## src/rtl/core/deqrm_pkg.sv

```systemverilog
`default_nettype none

package deqrm_pkg;

  localparam int unsigned ValueW = 32;
  localparam int unsigned CountW = 5;

  typedef enum logic [1:0] {
    CMD_PUSH_FRONT = 2'd0,
    CMD_PUSH_BACK  = 2'd1,
    CMD_REMOVE     = 2'd2
  } cmd_e;

  typedef enum logic [1:0] {
    ST_IDLE,
    ST_EXEC,
    ST_COMPACT,
    ST_REPORT
  } state_e;

  typedef struct packed {
    logic [1:0]               cmd;
    logic signed [ValueW-1:0] value;
  } in_item_t;

  typedef struct packed {
    logic [CountW-1:0] removed_count;
    logic [CountW-1:0] length;
    logic              is_empty;
    logic              rejected;
  } out_item_t;

  // Broadcast controls shared by every cell of the chain.
  typedef struct packed {
    logic mark;
    logic compact;
    logic push_front;
  } cell_ctrl_t;

endpackage

`default_nettype wire

```

## src/rtl/core/deqrm_cell.sv

```systemverilog
`default_nettype none

module deqrm_cell
  import deqrm_pkg::*;
(
  input  wire logic                     clk_i,
  input  wire logic                     rst_ni,
  input  wire cell_ctrl_t               ctrl_i,
  input  wire logic                     in_use_i,
  input  wire logic                     load_back_i,
  input  wire logic signed [ValueW-1:0] value_i,
  input  wire logic signed [ValueW-1:0] prev_data_i,
  input  wire logic signed [ValueW-1:0] next_data_i,
  input  wire logic                     next_doomed_i,
  input  wire logic                     hole_i,
  output logic                          hole_o,
  output logic signed [ValueW-1:0]      data_o,
  output logic                          doomed_o
);

  logic signed [ValueW-1:0] data_q, data_d;
  logic                     doomed_q, doomed_d;

  // A gap at or ahead of this cell pulls the tail one step toward the head.
  assign hole_o   = hole_i | doomed_q;
  assign data_o   = data_q;
  assign doomed_o = doomed_q;

  always_comb begin
    data_d   = data_q;
    doomed_d = doomed_q;
    if (ctrl_i.mark) begin
      doomed_d = in_use_i && (data_q == value_i);
    end else if (ctrl_i.compact && hole_o) begin
      data_d   = next_data_i;
      doomed_d = next_doomed_i;
    end else if (ctrl_i.push_front) begin
      data_d = prev_data_i;
    end else if (load_back_i) begin
      data_d = value_i;
    end
  end

  always_ff @(posedge clk_i) begin
    data_q <= data_d;
  end

  always_ff @(posedge clk_i or negedge rst_ni) begin
    if (!rst_ni) begin
      doomed_q <= 1'b0;
    end else begin
      doomed_q <= doomed_d;
    end
  end

endmodule

`default_nettype wire

```

## src/rtl/core/deque_with_remove_matching_unit.sv

```systemverilog
`default_nettype none

// Ordered store of up to DEPTH signed 32-bit values held in a chain of cells, head in
// cell 0. Commands: push front, push back, and remove-all-equal, which deletes every
// match, keeps the order of the rest and reports the number deleted. Each transaction
// yields one result with the new length and an empty flag; a push into a full store
// is rejected and flagged. One command is in work at a time. A push is reported from
// its execute step; a remove first marks every match, then compacts, as the chain
// closes one gap per cycle by shifting every cell behind the first gap one place
// toward the head. The result sits in an output register, so the next command can
// start while it waits; a new result waits in the unit if the previous one is still
// stalled. No clearing pass after reset.
module deque_with_remove_matching_unit
  import deqrm_pkg::*;
#(
  parameter int unsigned DEPTH = 16
) (
  input  wire logic      clk_i,
  input  wire logic      rst_ni,
  input  wire logic      in_valid_i,
  output logic           in_stall_o,
  input  wire in_item_t  in_item_i,
  output logic           out_valid_o,
  input  wire logic      out_stall_i,
  output out_item_t      out_item_o
);

  localparam int unsigned OccW = $clog2(DEPTH + 1);

  state_e                   state_q, state_d;
  logic [1:0]               cmd_q;
  logic signed [ValueW-1:0] value_q;
  logic [OccW-1:0]          occ_q, occ_d;
  logic [OccW-1:0]          rmcnt_q, rmcnt_d;
  logic                     out_valid_q;
  out_item_t                out_q, out_d;

  logic       in_fire;
  logic       full;
  logic       is_push;
  logic       any_doomed;
  logic       slot_free;
  logic       report_fire;
  logic       rej_q, rej_d;
  cell_ctrl_t ctrl;

  logic signed [ValueW-1:0] data_w   [DEPTH];
  logic                     doomed_w [DEPTH];
  logic                     hole_w   [DEPTH+1];

  logic [OccW+CountW-1:0] len_ext;
  logic [OccW+CountW-1:0] rm_ext;

  assign in_stall_o = (state_q != ST_IDLE);
  assign in_fire    = in_valid_i && !in_stall_o;
  assign full       = (occ_q == OccW'(DEPTH));
  assign is_push    = (cmd_q == CMD_PUSH_FRONT) || (cmd_q == CMD_PUSH_BACK);
  assign any_doomed = hole_w[DEPTH];
  assign slot_free  = !out_valid_q || !out_stall_i;

  // Cell chain.
  assign hole_w[0] = 1'b0;

  for (genvar i = 0; i < DEPTH; i++) begin : g_cell
    logic signed [ValueW-1:0] prev_data;
    logic signed [ValueW-1:0] next_data;
    logic                     next_doomed;

    if (i == 0) begin : g_head
      assign prev_data = value_q;
    end else begin : g_body
      assign prev_data = data_w[i-1];
    end

    if (i == DEPTH - 1) begin : g_tail
      assign next_data   = data_w[i];
      assign next_doomed = 1'b0;
    end else begin : g_inner
      assign next_data   = data_w[i+1];
      assign next_doomed = doomed_w[i+1];
    end

    deqrm_cell u_cell (
      .clk_i         (clk_i),
      .rst_ni        (rst_ni),
      .ctrl_i        (ctrl),
      .in_use_i      (OccW'(i) < occ_q),
      .load_back_i   ((state_q == ST_EXEC) && (cmd_q == CMD_PUSH_BACK) && !full &&
                      (occ_q == OccW'(i))),
      .value_i       (value_q),
      .prev_data_i   (prev_data),
      .next_data_i   (next_data),
      .next_doomed_i (next_doomed),
      .hole_i        (hole_w[i]),
      .hole_o        (hole_w[i+1]),
      .data_o        (data_w[i]),
      .doomed_o      (doomed_w[i])
    );
  end

  // Next state.
  always_comb begin
    state_d = state_q;
    case (state_q)
      ST_IDLE: begin
        if (in_fire) state_d = ST_EXEC;
      end
      ST_EXEC: begin
        if (cmd_q == CMD_REMOVE) state_d = ST_COMPACT;
        else                     state_d = report_fire ? ST_IDLE : ST_REPORT;
      end
      ST_COMPACT: begin
        if (!any_doomed) state_d = report_fire ? ST_IDLE : ST_REPORT;
      end
      ST_REPORT: begin
        if (report_fire) state_d = ST_IDLE;
      end
      default: state_d = ST_IDLE;
    endcase
  end

  // Outputs of the sequencer.
  always_comb begin
    ctrl        = '0;
    report_fire = 1'b0;
    occ_d       = occ_q;
    rmcnt_d     = rmcnt_q;
    rej_d       = 1'b0;
    case (state_q)
      ST_IDLE: begin
        if (in_fire) rmcnt_d = '0;
      end
      ST_EXEC: begin
        ctrl.mark       = (cmd_q == CMD_REMOVE);
        ctrl.push_front = (cmd_q == CMD_PUSH_FRONT) && !full;
        rej_d           = is_push && full;
        if (is_push && !full) occ_d = occ_q + OccW'(1);
        report_fire     = (cmd_q != CMD_REMOVE) && slot_free;
      end
      ST_COMPACT: begin
        ctrl.compact = 1'b1;
        if (any_doomed) begin
          occ_d   = occ_q - OccW'(1);
          rmcnt_d = rmcnt_q + OccW'(1);
        end
        report_fire = !any_doomed && slot_free;
      end
      ST_REPORT: begin
        // Hold the rejection decided before the push updated the occupancy.
        rej_d       = rej_q;
        report_fire = slot_free;
      end
      default: ;
    endcase
  end

  assign len_ext = {{CountW{1'b0}}, occ_d};
  assign rm_ext  = {{CountW{1'b0}}, rmcnt_d};

  always_comb begin
    out_d.removed_count = rm_ext[CountW-1:0];
    out_d.length        = len_ext[CountW-1:0];
    out_d.is_empty      = (occ_d == '0);
    out_d.rejected      = rej_d;
  end

  always_ff @(posedge clk_i or negedge rst_ni) begin
    if (!rst_ni) begin
      state_q     <= ST_IDLE;
      occ_q       <= '0;
      rmcnt_q     <= '0;
      rej_q       <= 1'b0;
      out_valid_q <= 1'b0;
    end else begin
      state_q <= state_d;
      occ_q   <= occ_d;
      rmcnt_q <= rmcnt_d;
      rej_q   <= rej_d;
      if (report_fire) begin
        out_valid_q <= 1'b1;
      end else if (!out_stall_i) begin
        out_valid_q <= 1'b0;
      end
    end
  end

  // Hold the command for the duration of the transaction; load the result on report.
  always_ff @(posedge clk_i) begin
    if (in_fire) begin
      cmd_q   <= in_item_i.cmd;
      value_q <= in_item_i.value;
    end
    if (report_fire) begin
      out_q <= out_d;
    end
  end

  assign out_valid_o = out_valid_q;
  assign out_item_o  = out_q;

  a_occ_bound: assert property (@(posedge clk_i) disable iff (!rst_ni)
    occ_q <= OccW'(DEPTH))
    else $error("occupancy above DEPTH");

  a_reject_full: assert property (@(posedge clk_i) disable iff (!rst_ni)
    report_fire && rej_d |-> full)
    else $error("rejection reported while store not full");

  a_compact_step: assert property (@(posedge clk_i) disable iff (!rst_ni)
    (state_q == ST_COMPACT) && any_doomed |=> occ_q == $past(occ_q) - OccW'(1))
    else $error("compaction step did not drop one entry");

  a_fire_exec: assert property (@(posedge clk_i) disable iff (!rst_ni)
    in_fire |=> state_q == ST_EXEC && rmcnt_q == '0)
    else $error("accepted transaction did not start execution");

endmodule

`default_nettype wire

```

## config.mk

```make
export PLATFORM = sky130hd
export DESIGN_NAME = deque_with_remove_matching_unit
export DESIGN_NICKNAME = d
export VERILOG_FILES = /design/src/rtl/core/deqrm_pkg.sv /design/src/rtl/core/deqrm_cell.sv /design/src/rtl/core/deque_with_remove_matching_unit.sv
export SDC_FILE = /design/constraint.sdc
export NUM_CORES = 1
export LEC_CHECK = 0
export BUFFER_PORTS_ARGS = -buffer_cell sky130_fd_sc_hd__buf_2
export CAP_MARGIN = 0
export CORE_UTILIZATION = 35
export CTS_CLUSTER_SIZE = 25
export DETAILED_ROUTE_END_ITERATION = 8
export PLACE_DENSITY = 0.48
export SYNTH_ARGS = -nofsm -noshare
export SYNTH_HDL_FRONTEND = slang
export SYNTH_SLANG_ARGS = --single-unit
```

## constraint.sdc

```tcl
create_clock -name clk_i -period 3.95 [get_ports clk_i]
set_clock_uncertainty 0.05 [all_clocks]
set_input_delay 0.5925 -clock clk_i [delete_from_list [all_inputs] [get_ports clk_i]]
set_output_delay 0.5925 -clock clk_i [all_outputs]
set_load 0.01 [all_outputs]
```

==> summary.md <==
| Metric | Value |
|---|---|
| Outcome | complete, but fails checks |
| Failing checks | design-rule violations |
| Most used cell, CP | a21oi_1 |
| Buf/Inv on CP | 3 |
| Starting DRT DRC Count | 3041 |
| CP Depth | 9 |
| Place WS | 0.530 ns |
| Core Util, Final | 39.3% |
| Number of synthesized flops with an enable pin | 558 |
| R2R depth | 9 |
| Worst Path Required | 4.24 ns |
| Reg clk slew, reported paths | 0.06 ns |
| Synth unique cells | 65 |
| Die width | 315 um |
| Hold Fails Final Rpt | 0 |
| CP max-delay cell | nor4bb_4 |
| Leading area contributor after synthesis | edfxtp_1 |
| Placed instance area | 36000 sq um |
| Slew margin rel. | 26.8% |
| Async SR Flop Fraction | 5.10% |
| Fin crit share | 89.3% |
| CP endpoint kind | register |
| Cell Chain, Critical Path | inv_1 -> ha_1 -> nor4bb_4 -> nand2b_1 -> nor2_4 -> buf_12 -> buf_4 -> a21oi_1 -> a21oi_1 |
| Synth Warn # | 0 |
| GRT Overall Usage | 26.0% |
| Minimum clock period | 3.53 ns |
| First-pass GRT wire length | 186000 um |
| Number of CTS-inserted buffers | 71 |
| Static Leak | 12.6 nW |
| Die height | 315 um |
| Post_cts resized | 0 |
| Cell Rows | 114 |
| Seq cells post-synth | 588 |
| Max-slew violations | 0 |
| Hold buffers post-CTS | 0 |
| Crit path max-delay family | simple AND/OR/NAND/NOR gates |
| Power density cells | 688 nW/um^2 |
| Max Buffers Root-to-Sink | 3 |
| Setup crit end | g_cell[8].u_cell.data_o[1] |
| VDD IR max | 0.378 mV |
| CP max FO | 53 |
| Via density per instance | 5.66 |
| # clock sinks | 588 |
| Worst r2r dst | g_cell[8].u_cell.data_o[1] |
| I/O Buffers | 51 |
| DP Wirelength | 98200 um |
| Final ANT Viol Nets | 0 |
| Setup Buffers After CTS | 0 |
| Die Footprint | 99500 sq um |
| Core area | 97000 sq um |
| CTS tree | built |
| Most common cell after layout, fill and taps aside | a21oi_1 |
| Routed WL | 130000 um |
| Max-Cap Viols | 0 |
| Synth top area cells | edfxtp_1, a21oi_1, xnor2_1 |
| Min-delay worst type | primary input to asynchronous set/reset pin |
| Share of cells above drive strength 1 | 19.0% |
| Least-Margin Pin Slew | 1.10 ns |
| Synth Flop Type | edfxtp_1 |
| RSZ-0062 raised after global routing | false |
| Via count | 25700 |
| Ant diodes | 0 |
| Post-route DRC | 4 |
| Vias in the first global route | 25100 |
| Worst setup margin | 0.422 ns |
| Placer Congestion | 0.945 |
| R2R Setup Slk | 0.42 ns |
| Initial antenna violation count | 5 |
| Post-route cell area | 38200 sq um |
| Root Driver | clkbuf_16 |
| WP data arrival | 3.82 ns |
| Final setup vio count | 0 |
| Grt ovf | 0 |
| Synthesized net count | 3316 |
| Reg-to-Reg Start | occ_q[1] |
| Post-Synthesis Cell Area | 34400 sq um |
| DRT Pass-1 Iters | 7 |
| Skew-Pair Late Insertion Delay | 0.64 ns |
| Seq/Total Area, Yosys | 50.9% |
| Initial Util | 35.4% |
| Routed length per instance | 28.7 um |
| Avg Cell Area, Syn | 10.5 sq um |
| Synth Instances | 3268 |
| H-tree Lvls | 3 |
| CP Launch Type | register |
| Yosys top cell area share | 48.7% |
| CP peak stage delay | 0.62 ns |
| IO Count | 52 |
| Crit path launch | occ_q[1] |
| Most frequent cells in the layout | a21oi_1, edfxtp_1, nor2_1 |
| # nets final | 3262 |
| Setup CP Type | register to register |
| Largest net degree at the start of global routing | 108 |
| Synth-to-Final Area Change | 11.0% |
| Fmax | 283 MHz |
-- cell usage after synthesis, types with 37 or more instances --
library cell / instances
a21oi_1: 604
edfxtp_1: 558
nor2_1: 393
xnor2_1: 290
a21oi_2: 251
xor2_1: 226
clkbuf_1: 142
nand2_1: 97
o21ai_0: 96
nand4_1: 92
buf_2: 73
nor4_1: 70
buf_6: 59
a21o_1: 37
-- registers in the layout, summed over array words and instances (netlist names) --
signal,count
rej_q,1
occ_q,5
rmcnt_q,5
g_cell.u_cell.doomed_o,16
out_item_o,12
g_cell.u_cell.data_o,512
cmd_q,2
g_cell.prev_data,32
out_valid_o,1
state_q,2
-- worst min path at each step --
stage	slack [ns]	start	depth (start not counted)	to
floorplan	0.25	rst_ni	0	g_cell[0].u_cell.doomed_o
global placement	0.47	rej_q	1	rej_q
detailed placement	0.45	rej_q	1	rej_q
CTS	0.04	rst_ni	1	rmcnt_q[4]
global route	0.06	in_item_i[23]	1	g_cell[0].prev_data[23]
finish	0.04	rst_ni	1	rmcnt_q[4]
-- cell families (layout without fill, tap and decap cells) --
| kind of cell | after synthesis | after routing | share of synthesized area, % |
|---|---|---|---|
| multiplexers | 37 | 37 | 1.20 |
| buffers and inverters | 325 | 318 | 5.40 |
| AO/OA/AOI/OAI | 1043 | 1043 | 18.7 |
| flip-flops | 588 | 588 | 50.9 |
| XOR/XNOR | 516 | 516 | 13.1 |
| adder cells (fa/ha/maj) | 10 | 10 | 0.364 |
| AND/OR/NAND/NOR | 749 | 749 | 10.3 |
-- stage by stage --
stage | std cells | TNS (ns) | hold WS (ns) | total power, mW
2_1_floorplan | 3268 | -15.45 | 0.247 | 16.1
3_3_place_gp | 4417 | 0 | 0.466 | 19.7
3_5_place_dp | 4417 | 0 | 0.454 | 19.8
4_1_cts | 4537 | 0 | 0.0370 | 26.3
5_1_grt | 4537 | 0 | 0.0618 | 27.3
6_report | 4537 | 0 | 0.0406 | 26.3
-- power by group --
| group | switching, mW | internal (mW) |
|---|---|---|
| logic | 5.97 | 3.16 |
| clock network | 2.72 | 3.73 |
| registers | 1.68 | 9.01 |
-- routing by layer --
metal  routed length (um)  share of wire (%)  track usage, %  vias to the layer above
met5                    0                  0               0                        -
met4                 8110                6.2            14.7                        0
met3                 7880                6.0            2.91                      233
met2                58300                 45            40.1                     1130
met1                56000                 43            35.5                    12700
li1                     -                  -               -                    11600
-- layout make-up --
type | instances | area (sq um)
tap | 1276 | 1600
clock buffer | 91 | 1910
multi-input combinational | 2355 | 15400
timing repair buffer | 184 | 1470
sequential | 588 | 17500
fill | 9599 | 58800
clock inverter | 29 | 280
inverter | 14 | 52.6
Note: power is estimated with default switching activity, not from simulation.
